[src/rtl/icb_pkg.sv]
package icb_pkg;

	// Store sizes; the col and row fields are 7 bits, so these stay fixed
	localparam int MAX_WIDTH  = 128;
	localparam int MAX_HEIGHT = 128;
	localparam int MAX_KERNEL = 7;

	localparam logic [1:0] KIND_COEF  = 2'd0;
	localparam logic [1:0] KIND_PIXEL = 2'd1;
	localparam logic [1:0] KIND_QUERY = 2'd2;

	localparam logic [2:0] REG_IMAGE_WIDTH   = 3'd0;
	localparam logic [2:0] REG_IMAGE_HEIGHT  = 3'd1;
	localparam logic [2:0] REG_KERNEL_WIDTH  = 3'd2;
	localparam logic [2:0] REG_KERNEL_HEIGHT = 3'd3;
	localparam logic [2:0] REG_BORDER_MODE   = 3'd4;

	localparam logic [1:0] BORDER_ZERO   = 2'd0;
	localparam logic [1:0] BORDER_CLAMP  = 2'd1;
	localparam logic [1:0] BORDER_MIRROR = 2'd2;
	localparam logic [1:0] BORDER_WRAP   = 2'd3;

	// Coordinates during a query: -kernel..127+kernel, kept in 16 bits signed
	localparam int CW = 16;

	typedef enum logic [2:0] {
		ST_IDLE,
		ST_MAP,
		ST_FOLD,
		ST_READ,
		ST_ACC,
		ST_ROUND,
		ST_OUT
	} state_t;

	// Controller to datapath
	typedef struct packed {
		logic start;     // latch query coordinates, clear sum, zero tap counters
		logic map;       // compute raw tap coordinates
		logic fold;      // one fold step of the border mapping
		logic read;      // issue frame and kernel reads
		logic acc;       // multiply-accumulate the read pair
		logic next_tap;  // advance tap counters
		logic round;     // round and saturate the sum
	} cmd_t;

	// Datapath to controller
	typedef struct packed {
		logic fold_done;  // both coordinates are inside the frame, or the tap is skipped as zero
		logic last_tap;   // tap counters at final tap
	} status_t;

endpackage

[src/rtl/icb_ctrl.sv]
module icb_ctrl (
	input  logic              clk,
	input  logic              arst_n,
	input  logic              query,
	input  icb_pkg::status_t  status,
	input  logic              out_taken,
	output icb_pkg::cmd_t     cmd,
	output logic              busy,
	output logic              out_valid
);

	icb_pkg::state_t state_q, state_d;

	// Advance state
	always_ff @(posedge clk or negedge arst_n) begin
		if (!arst_n) begin
			state_q <= icb_pkg::ST_IDLE;
		end else begin
			state_q <= state_d;
		end
	end

	// Next state
	always_comb begin
		state_d = state_q;
		case (state_q)
			icb_pkg::ST_IDLE:  if (query) state_d = icb_pkg::ST_MAP;
			icb_pkg::ST_MAP:   state_d = icb_pkg::ST_FOLD;
			icb_pkg::ST_FOLD:  if (status.fold_done) state_d = icb_pkg::ST_READ;
			icb_pkg::ST_READ:  state_d = icb_pkg::ST_ACC;
			icb_pkg::ST_ACC:   state_d = status.last_tap ? icb_pkg::ST_ROUND : icb_pkg::ST_MAP;
			icb_pkg::ST_ROUND: state_d = icb_pkg::ST_OUT;
			icb_pkg::ST_OUT:   if (out_taken) state_d = icb_pkg::ST_IDLE;
			default:           state_d = icb_pkg::ST_IDLE;
		endcase
	end

	// Outputs
	always_comb begin
		cmd = '0;
		busy = 1'b1;
		out_valid = 1'b0;
		case (state_q)
			icb_pkg::ST_IDLE: begin
				busy = 1'b0;
				cmd.start = query;
			end
			icb_pkg::ST_MAP:   cmd.map = 1'b1;
			icb_pkg::ST_FOLD:  cmd.fold = 1'b1;
			icb_pkg::ST_READ:  cmd.read = 1'b1;
			icb_pkg::ST_ACC: begin
				cmd.acc = 1'b1;
				cmd.next_tap = 1'b1;
			end
			icb_pkg::ST_ROUND: cmd.round = 1'b1;
			icb_pkg::ST_OUT:   out_valid = 1'b1;
			default:           busy = 1'b1;
		endcase
	end

endmodule

[config.mk]
export PLATFORM = sky130hd
export DESIGN_NAME = icb_ctrl
export DESIGN_NICKNAME = d
export VERILOG_FILES = /design/src/rtl/icb_pkg.sv /design/src/rtl/icb_ctrl.sv
export SDC_FILE = /design/constraint.sdc
export NUM_CORES = 1
export LEC_CHECK = 0
export BUFFER_PORTS_ARGS = -buffer_cell sky130_fd_sc_hd__buf_2
export CELL_PAD_IN_SITES_DETAIL_PLACEMENT = 0
export CELL_PAD_IN_SITES_GLOBAL_PLACEMENT = 1
export CORE_AREA = 2 2 39 41
export CTS_CLUSTER_SIZE = 14
export DETAILED_ROUTE_END_ITERATION = 6
export DIE_AREA = 0 0 41 43
export PLACE_DENSITY = 0.52
export REMOVE_ABC_BUFFERS = 1
export SLEW_MARGIN = 20
export SYNTH_ARGS = -nofsm -noshare
export SYNTH_HDL_FRONTEND = slang
export SYNTH_SLANG_ARGS = --single-unit
[constraint.sdc]
create_clock -name clk -period 1.5 [get_ports clk]
set_input_delay 0.15 -clock clk [delete_from_list [all_inputs] [get_ports clk]]
set_output_delay 0.15 -clock clk [all_outputs]
set_load 0.01 [all_outputs]
==> out/qor.csv, run 1 <==
stage,metric,value,unit
layout,reg.largest.list,state_q (3),
clock_network,numCtsBuffers,3,
layout,largest_reg_flops,3,
synthesis,ys_ff_latch,3,
clock_network,cts.sinks,3,
synthesis,synth_ff_type,dfrtp_1,
clock_network,clock_latency,230,ps
sta,tightest_slew,224,ps
placement,dp_hpwl,448,microns
worst_setup_path,worstSetupPathType,reg -> out,
route,viasPerCell,3.98,
pwr,internal-power,0.433,mW
floorplanning,die_w,41,microns
synthesis,synth.most_common_cell,nor2_1,
floorplanning,die_h,43,microns
job,drv_cap,0,
synthesis,synth_cell_types,16,
synthesis,avgSynthCellArea,7.74,sq um
layout,n_antenna_cell,0,
pwr,switching_share,39.4,%
worst_setup_path,regToRegStartpoint,state_q[0],
synthesis,yosysTopAreaCell,dfrtp_1,
layout,fin_cells,63,
route,detail-route-antenna-nets,0,
clock_network,cts_tree,built,
global_routing,grt_pass1_wl,883,microns
worst_setup_path,crit_fanout,4,
clock_network,clockRootBuffer,clkbuf_4,
placement,dp_slack,269,ps
worst_setup_path,path_cells,or3_1 -> nor2_1 -> buf_2,
worst_hold_path,min-delay-start,query,
layout,synthToLayoutAreaGrowth,68.9,%
worst_setup_path,reg2reg_slack,270,ps
layout,regMostFlops,state_q,
floorplanning,coreArea,0.00138,sq mm
sta,hold_violations,0,
sta,fin_crit_sh,92.5,%
worst_hold_path,hold_depth,3,
route,dr.pass1.iters,3,
run_status,status,completed,
worst_setup_path,crit_path_end_kind,output pin,
pwr,combPwrFrac,58.8,%
sta,worst_slack,112,ps
global_routing,grt_pass1_vias,211,
pwr,power_density,2030,mW/mm^2
clock_network,clock_path_buffers,2,
sta,finalWorstPathRequiredPeriod,1390,ps
pwr,p_switching,0.282,mW
sta,finalSetupTns,0,ps
pwr,power.leakage,0.187,nW
sta,setup_viol,0,
sta,slew_headroom,84.9,%
route,wl,587,microns
global_routing,grt.overflow.total,0,
worst_setup_path,slowest_delay,400,ps
synthesis,yosysWarnings,0,
global_routing,grt_usage,7.44,%
floorplanning,start_util,15.1,%
layout,utilization,25.5,%
global_routing,antenna_found_initial,0,
route,post-route-drc-count,0,
worst_hold_path,hold_path_class,in -> reg,
worst_setup_path,worst-path-buf-inv,1,
synthesis,synth_edf_count,0,
floorplanning,die_area,0.00176,sq mm
placement,portBuffers,14,
global_routing,grt_max_degree,12,
placement,gp_congestion,0.659,
pwr,p_seq_share,21.8,%
sta,skew,1.47,ps
layout,nNetsFinal,54,
sta,rsz0062_at_grt,no,
synthesis,synth_area_leaders,"dfrtp_1 36%, nor3_1 7.2%, nor2_1 7.2%",
route,vias,251,
synthesis,synthesis.instances,27,
floorplanning,num_rows,14,
synthesis,synth_commonest_cells,"4 x nor2_1, 3 x dfrtp_1, 3 x nor3_1",
worst_setup_path,crit_slowest_cell,dfrtp_2,
sta,fmax,721,MHz
route,drtIter0Drc,3,
pwr,p_clk_share,19.4,%
sta,maxSlewViolCount,0,
worst_setup_path,critPathLaunchType,register,
clock_network,clk_pin_slew,40,ps
synthesis,synth_top_area_share,35.9,%
worst_setup_path,critPathTopFamily,simple AND/OR/NAND/NOR gates,
worst_setup_path,reg2reg_depth,4,
pwr,ir_drop,481,uV
worst_setup_path,arrival,1240,ps
layout,drive_gt1_share,53.2,%
worst_setup_path,reg2reg_to,state_q[2],
worst_hold_path,hold_end,state_q[0],
synthesis,ys_async_sr_fraction,100,%
synthesis,yosysSeqAreaShare,35.9,%
worst_setup_path,cp.required,1350,ps
route,wire_per_inst,9.32,microns
sta,whs,226,ps
synthesis,syn_area,209,sq um
placement,dp.cells,55,
clock_network,cts_max_level,1,
floorplanning,num_io_pins,15,
[metal layers]
| layer | GRT usage (%) | vias up | wire length (microns) |
|---|---|---|---|
| met1 | 9.68 | 109 | 309 |
| li1 | - | 128 | - |
| met4 | 2.00 | 0 | 0 |
| met5 | 0 | - | 0 |
| met3 | 5.24 | 0 | 61 |
| met2 | 9.69 | 14 | 216 |
[area by class of cell]
| cell class | count | area, sq um |
|---|---|---|
| inverters | 2 | 7.51 |
| flip-flops and latches | 3 | 77.6 |
| clock buffers | 4 | 26.3 |
| well taps | 16 | 20.0 |
| repair buffers | 19 | 110 |
| multi-input cells | 19 | 111 |
| fillers | 163 | 1030 |
[repair_timing]
item	4_1_cts	5_1_grt
endpoints found under the setup margin	0	1
hold buffers	1	0
endpoints found under the hold margin	3	0
gates resized for setup	0	2
buffers inserted	0	3
[per-stage QoR]
stage          total power [mW]  instance area [sq um]
6_report                  0.715                    353
5_1_grt                   0.780                    353
4_1_cts                   0.668                    328
3_5_place_dp              0.517                    292
3_3_place_gp              0.518                    292
2_1_floorplan             0.373                    194
[placed cells by master (no fill, tap or decap)]
| master | n |
|---|---|
| a21boi_0 | 1 |
| and3_4 | 1 |
| buf_2 | 14 |
| buf_4 | 4 |
| clkbuf_1 | 1 |
| clkbuf_4 | 3 |
| dfrtp_1 | 1 |
| dfrtp_2 | 2 |
| dlygate4sd3_1 | 1 |
| inv_1 | 1 |
| inv_2 | 1 |
| nand2_1 | 2 |
| nand2b_1 | 1 |
| nand3b_1 | 1 |
| nor2_1 | 4 |
| nor3_1 | 3 |
| nor3b_1 | 2 |
| nor4b_1 | 1 |
| o21ai_0 | 1 |
| or3_1 | 2 |
[how the worst max path moves through the flow]
stage,from,to,slack (ps),cells after the start
2_1_floorplan,state_q[1],cmd[6],290,2
6_report,state_q[1],cmd[6],110,3
4_1_cts,state_q[1],cmd[6],20,3
3_3_place_gp,state_q[1],cmd[6],280,3
3_5_place_dp,state_q[1],cmd[6],270,3
5_1_grt,state_q[1],cmd[6],40,3
[worst reg2reg max path, stage by stage (launching register included)]
cell	delay [ps]
dfrtp_2	400
buf_4	160
o21ai_0	150
nor2_1	50
or3_1	340
[cell families after synthesis]
group | synth area share, %
simple gates | 47.3
buf+inv | 10.8
flops | 35.9
compound gates | 5.99
[power by group through the flow]
| stage | logic, mW | registers (mW) | clock network (mW) |
|---|---|---|---|
| finish | 0.420 | 0.156 | 0.139 |
| global route | 0.465 | 0.162 | 0.153 |
| CTS | 0.327 | 0.193 | 0.148 |
| detailed placement | 0.322 | 0.195 | 0 |
| global placement | 0.324 | 0.194 | 0 |
| floorplan | 0.195 | 0.178 | 0 |
Power figures use the tool's default switching activity.
==> inputs of run 2 (changes only) <==
--- a/config.mk
+++ b/config.mk
@@ -12,6 +12,7 @@
 export CTS_CLUSTER_SIZE = 14
 export DETAILED_ROUTE_END_ITERATION = 6
 export DIE_AREA = 0 0 41 43
+export MAX_ROUTING_LAYER = met4
 export PLACE_DENSITY = 0.52
 export REMOVE_ABC_BUFFERS = 1
 export SLEW_MARGIN = 20
==> out/qor.csv, run 2 (synthesis gave the netlist of run 1 again) <==
stage,metric,value,unit
pwr,ir_drop,481,uV
clock_network,clock_path_buffers,2,
layout,drive_gt1_share,53.2,%
worst_hold_path,hold_path_class,in -> reg,
layout,reg.largest.list,state_q (3),
route,dr.pass1.iters,3,
route,viasPerCell,3.98,
sta,skew,1.47,ps
floorplanning,die_area,0.00176,sq mm
global_routing,grt.overflow.total,0,
clock_network,clockRootBuffer,clkbuf_4,
placement,dp_hpwl,448,microns
sta,maxSlewViolCount,0,
clock_network,cts_max_level,1,
route,drtIter0Drc,3,
clock_network,clock_latency,230,ps
sta,hold_violations,0,
global_routing,grt_pass1_vias,211,
global_routing,grt_pass1_wl,883,microns
sta,fin_crit_sh,92.5,%
global_routing,antenna_found_initial,0,
floorplanning,start_util,15.1,%
sta,tightest_slew,223,ps
layout,layout_common_cells,"14 x buf_2, 4 x nor2_1, 4 x buf_4",
worst_setup_path,worstSetupPathType,reg -> out,
sta,setup_viol,0,
clock_network,numCtsBuffers,3,
route,post-route-drc-count,0,
layout,fin_cells,63,
worst_setup_path,arrival,1240,ps
sta,finalWorstPathRequiredPeriod,1390,ps
pwr,power_density,2030,mW/mm^2
worst_setup_path,crit_fanout,4,
worst_setup_path,critPathLaunchType,register,
sta,fmax,721,MHz
clock_network,cts.sinks,3,
layout,utilization,25.5,%
pwr,power.leakage,0.187,nW
floorplanning,coreArea,0.00138,sq mm
sta,finalSetupTns,0,ps
global_routing,grt_max_degree,12,
floorplanning,die_w,41,microns
floorplanning,num_io_pins,15,
worst_setup_path,crit_path_end_kind,output pin,
placement,portBuffers,14,
layout,fill_cells,163,
worst_setup_path,cp.required,1350,ps
clock_network,clk_pin_slew,40,ps
route,wl,587,microns
route,wire_per_inst,9.32,microns
clock_network,cts_tree,built,
layout,layout_commonest_cell,buf_2,
global_routing,grt_usage,7.62,%
layout,n_antenna_cell,0,
layout,largest_reg_flops,3,
floorplanning,die_h,43,microns
sta,slew_headroom,84.9,%
run_status,status,completed,
layout,regMostFlops,state_q,
route,vias,251,
layout,synthToLayoutAreaGrowth,68.9,%
route,detail-route-antenna-nets,0,
job,drv_cap,0,
placement,gp_congestion,0.665,
floorplanning,num_rows,14,
layout,nNetsFinal,54,
sta,rsz0062_at_grt,no,
placement,dp.cells,55,
==> run 2: cell counts in the layout (fill, tap and decap cells not counted) <==
No cell type changed its count.
==> run 2: what timing repair did <==
item                                   4_1_cts  5_1_grt
endpoints found under the hold margin        3        0
setup endpoints to repair                    0        1
gates resized for setup                      0        2
hold buffers                                 1        0
setup buffers                                0        3
==> run 2: area by class of cell <==
class | instances | area [sq um] | area share [%]
Multi-Input combinational cell | 19 | 111 | 31.6
Inverter | 2 | 7.51 | 2.13
Sequential cell | 3 | 77.6 | 22.0
Clock buffer | 4 | 26.3 | 7.45
Tap cell | 16 | 20.0 | 5.67
Timing Repair Buffer | 19 | 110 | 31.2
==> run 2: per-stage QoR <==
| step | instance area (sq um) | setup slack [ps] | power [mW] | hold WS [ps] |
|---|---|---|---|---|
| 3_5_place_dp | 292 | 269 | 0.517 | -53.5 |
| 4_1_cts | 328 | 17.8 | 0.668 | 224 |
| 2_1_floorplan | 194 | 285 | 0.373 | -146 |
| 5_1_grt | 353 | 38.7 | 0.780 | 243 |
| 6_report | 353 | 112 | 0.715 | 226 |
| 3_3_place_gp | 292 | 279 | 0.518 | -50.5 |
==> run 2: power breakdown <==
part           switching [mW]  total (mW)  internal (mW)  leakage (nW)
combinational           0.211       0.420          0.209         0.137
sequential             0.0319       0.156          0.124        0.0352
clock                  0.0392       0.139         0.0995        0.0150
total                   0.282       0.715          0.433         0.187
==> run 2: final timing paths <==
| path | start | to | slack [ps] | cells after the start |
|---|---|---|---|---|
| min in group asynchronous | arst_n | state_q[0] | 240 | 2 |
| max reg2reg | state_q[0] | state_q[2] | 270 | 4 |
| min | query | state_q[0] | 230 | 3 |
| max | state_q[1] | cmd[6] | 110 | 3 |
| min reg2reg | state_q[0] | state_q[0] | 450 | 1 |
| max in group asynchronous | arst_n | state_q[1] | 1140 | 2 |
==> run 2: routing by layer <==
| metal | vias up | part of all wire [%] | wire length (microns) | global-route usage, % |
|---|---|---|---|---|
| met3 | 0 | 9.4 | 55 | 4.71 |
| met1 | 109 | 54 | 315 | 10.0 |
| li1 | 128 | - | - | - |
| met5 | - | 0 | 0 | - |
| met4 | 0 | 0 | 0 | 2.00 |
| met2 | 14 | 37 | 216 | 9.69 |
==> run 2: critical path, stage by stage, from the launching register on <==
cell	delay (ps)
dfrtp_2	400
or3_1	390
nor2_1	90
buf_2	130
==> inputs of run 3 (changes only) <==
--- a/config.mk
+++ b/config.mk
@@ -14,6 +14,7 @@
 export DIE_AREA = 0 0 41 43
 export MAX_ROUTING_LAYER = met4
 export PLACE_DENSITY = 0.52
+export RECOVER_POWER = 100
 export REMOVE_ABC_BUFFERS = 1
 export SLEW_MARGIN = 20
 export SYNTH_ARGS = -nofsm -noshare
==> out/qor.csv, run 3 (synthesis gave the netlist of run 1 again) <==
stage,metric,value,unit
run_status,status,completed,
layout,n_antenna_cell,0,
clock_network,numCtsBuffers,3,
worst_setup_path,cp.required,1350,ps
clock_network,clockRootBuffer,clkbuf_4,
floorplanning,die_area,0.00176,sq mm
floorplanning,start_util,15.1,%
layout,largest_reg_flops,3,
route,drtIter0Drc,3,
global_routing,grt_pass1_wl,883,microns
worst_setup_path,critPathLaunchType,register,
layout,synthToLayoutAreaGrowth,60.5,%
floorplanning,coreArea,0.00138,sq mm
worst_hold_path,hold_path_class,in -> reg,
floorplanning,die_h,43,microns
clock_network,clk_pin_slew,40,ps
global_routing,grt.busiest_layer,met1,
global_routing,grt_pass1_vias,211,
floorplanning,num_io_pins,15,
worst_setup_path,arrival,1250,ps
route,detail-route-antenna-nets,0,
sta,fmax,712,MHz
clock_network,cts_max_level,1,
floorplanning,num_rows,14,
clock_network,cts.sinks,3,
sta,skew,1.48,ps
route,post-route-drc-count,0,
worst_setup_path,crit_path_end_kind,output pin,
route,wire_per_inst,9.29,microns
route,wl,585,microns
layout,drive_gt1_share,34.0,%
placement,place_area,292,sq um
sta,finalWorstPathRequiredPeriod,1400,ps
global_routing,grt.overflow.total,0,
placement,portBuffers,14,
global_routing,antenna_found_initial,0,
layout,nNetsFinal,54,
worst_setup_path,crit_fanout,4,
clock_network,cts_tree,built,
sta,whs,226,ps
route,vias,251,
sta,slew_headroom,85.2,%
sta,finalSetupTns,0,ps
sta,tightest_slew,221,ps
layout,regMostFlops,state_q,
global_routing,met1_usage,10.0,%
pwr,power_density,2020,mW/mm^2
layout,fin_area,335,sq um
pwr,power.leakage,0.155,nW
global_routing,grt_max_degree,12,
layout,reg.largest.list,state_q (3),
job,drv_cap,0,
pwr,ir_drop,470,uV
sta,fin_crit_sh,93.6,%
layout,layout_common_cells,"10 x clkbuf_1, 5 x buf_2, 4 x nor2_1",
layout,layout_commonest_cell,clkbuf_1,
sta,rsz0062_at_grt,no,
sta,setup_viol,0,
global_routing,use_met3,4.71,%
placement,gp_congestion,0.665,
sta,hold_violations,0,
pwr,finalPower,0.679,mW
placement,dp_hpwl,448,microns
worst_setup_path,worstSetupPathType,reg -> out,
route,viasPerCell,3.98,
global_routing,grt_usage,7.62,%
global_routing,grtUsageMet2,9.69,%
sta,maxSlewViolCount,0,
floorplanning,die_w,41,microns
clock_network,clock_path_buffers,2,
route,dr.pass1.iters,3,
clock_network,clock_latency,230,ps
[run 3: cell types whose count changed in the layout (fill, tap and decap cells not counted)]
cell and change:
and3_2 +1, clkbuf_2 +1, buf_4 -1, buf_2 -9, clkbuf_1 +9, and3_4 -1
[run 3: worst max-delay path: stages (launching register included)]
cell      delay (ps)
dfrtp_2          400
or3_1            390
nor2_1           100
clkbuf_2         130
[run 3: final cells by class]
cell class,instances,area [sq um]
fill,171,1050
multi-input combinational,19,108
timing repair buffer,19,96.3
sequential,3,77.6
clock buffer,4,26.3
tap,16,20.0
inverter,2,7.51
[run 3: stage by stage]
stage	utilization [%]	setup slack, ps	instances
global placement	21.1	279	55
floorplan	-	285	24
detailed placement	21.1	269	55
global route	24.2	22.2	63
CTS	23.7	17.8	60
finish	24.2	95.3	63
[run 3: where the power goes]
| group | switching, mW | internal, mW | total, mW |
|---|---|---|---|
| combinational | 0.210 | 0.175 | 0.385 |
| clock | 0.0392 | 0.0995 | 0.139 |
| sequential | 0.0314 | 0.124 | 0.155 |
[run 3: metal layers]
layer,share of wire [%],vias to the layer above,wire [microns]
li1,-,129,-
met1,55,108,320
met2,37,14,216
met3,8.2,0,48
met4,0,0,0
met5,0,-,0
[run 3: final timing paths]
path	endpoint	slack (ps)	depth (start not counted)	from
min in group asynchronous	state_q[0]	250	2	arst_n
max in group asynchronous	state_q[1]	1080	2	arst_n
min	state_q[0]	230	3	query
max reg2reg	state_q[2]	250	3	state_q[0]
max	cmd[6]	100	3	state_q[1]
min reg2reg	state_q[0]	450	1	state_q[0]
[run 3: what timing repair did]
action	in CTS	in global routing
setup buffers	0	3
setup endpoints to repair	0	1
gates resized for setup	0	2
hold endpoints to repair	3	0
hold buffers	1	0
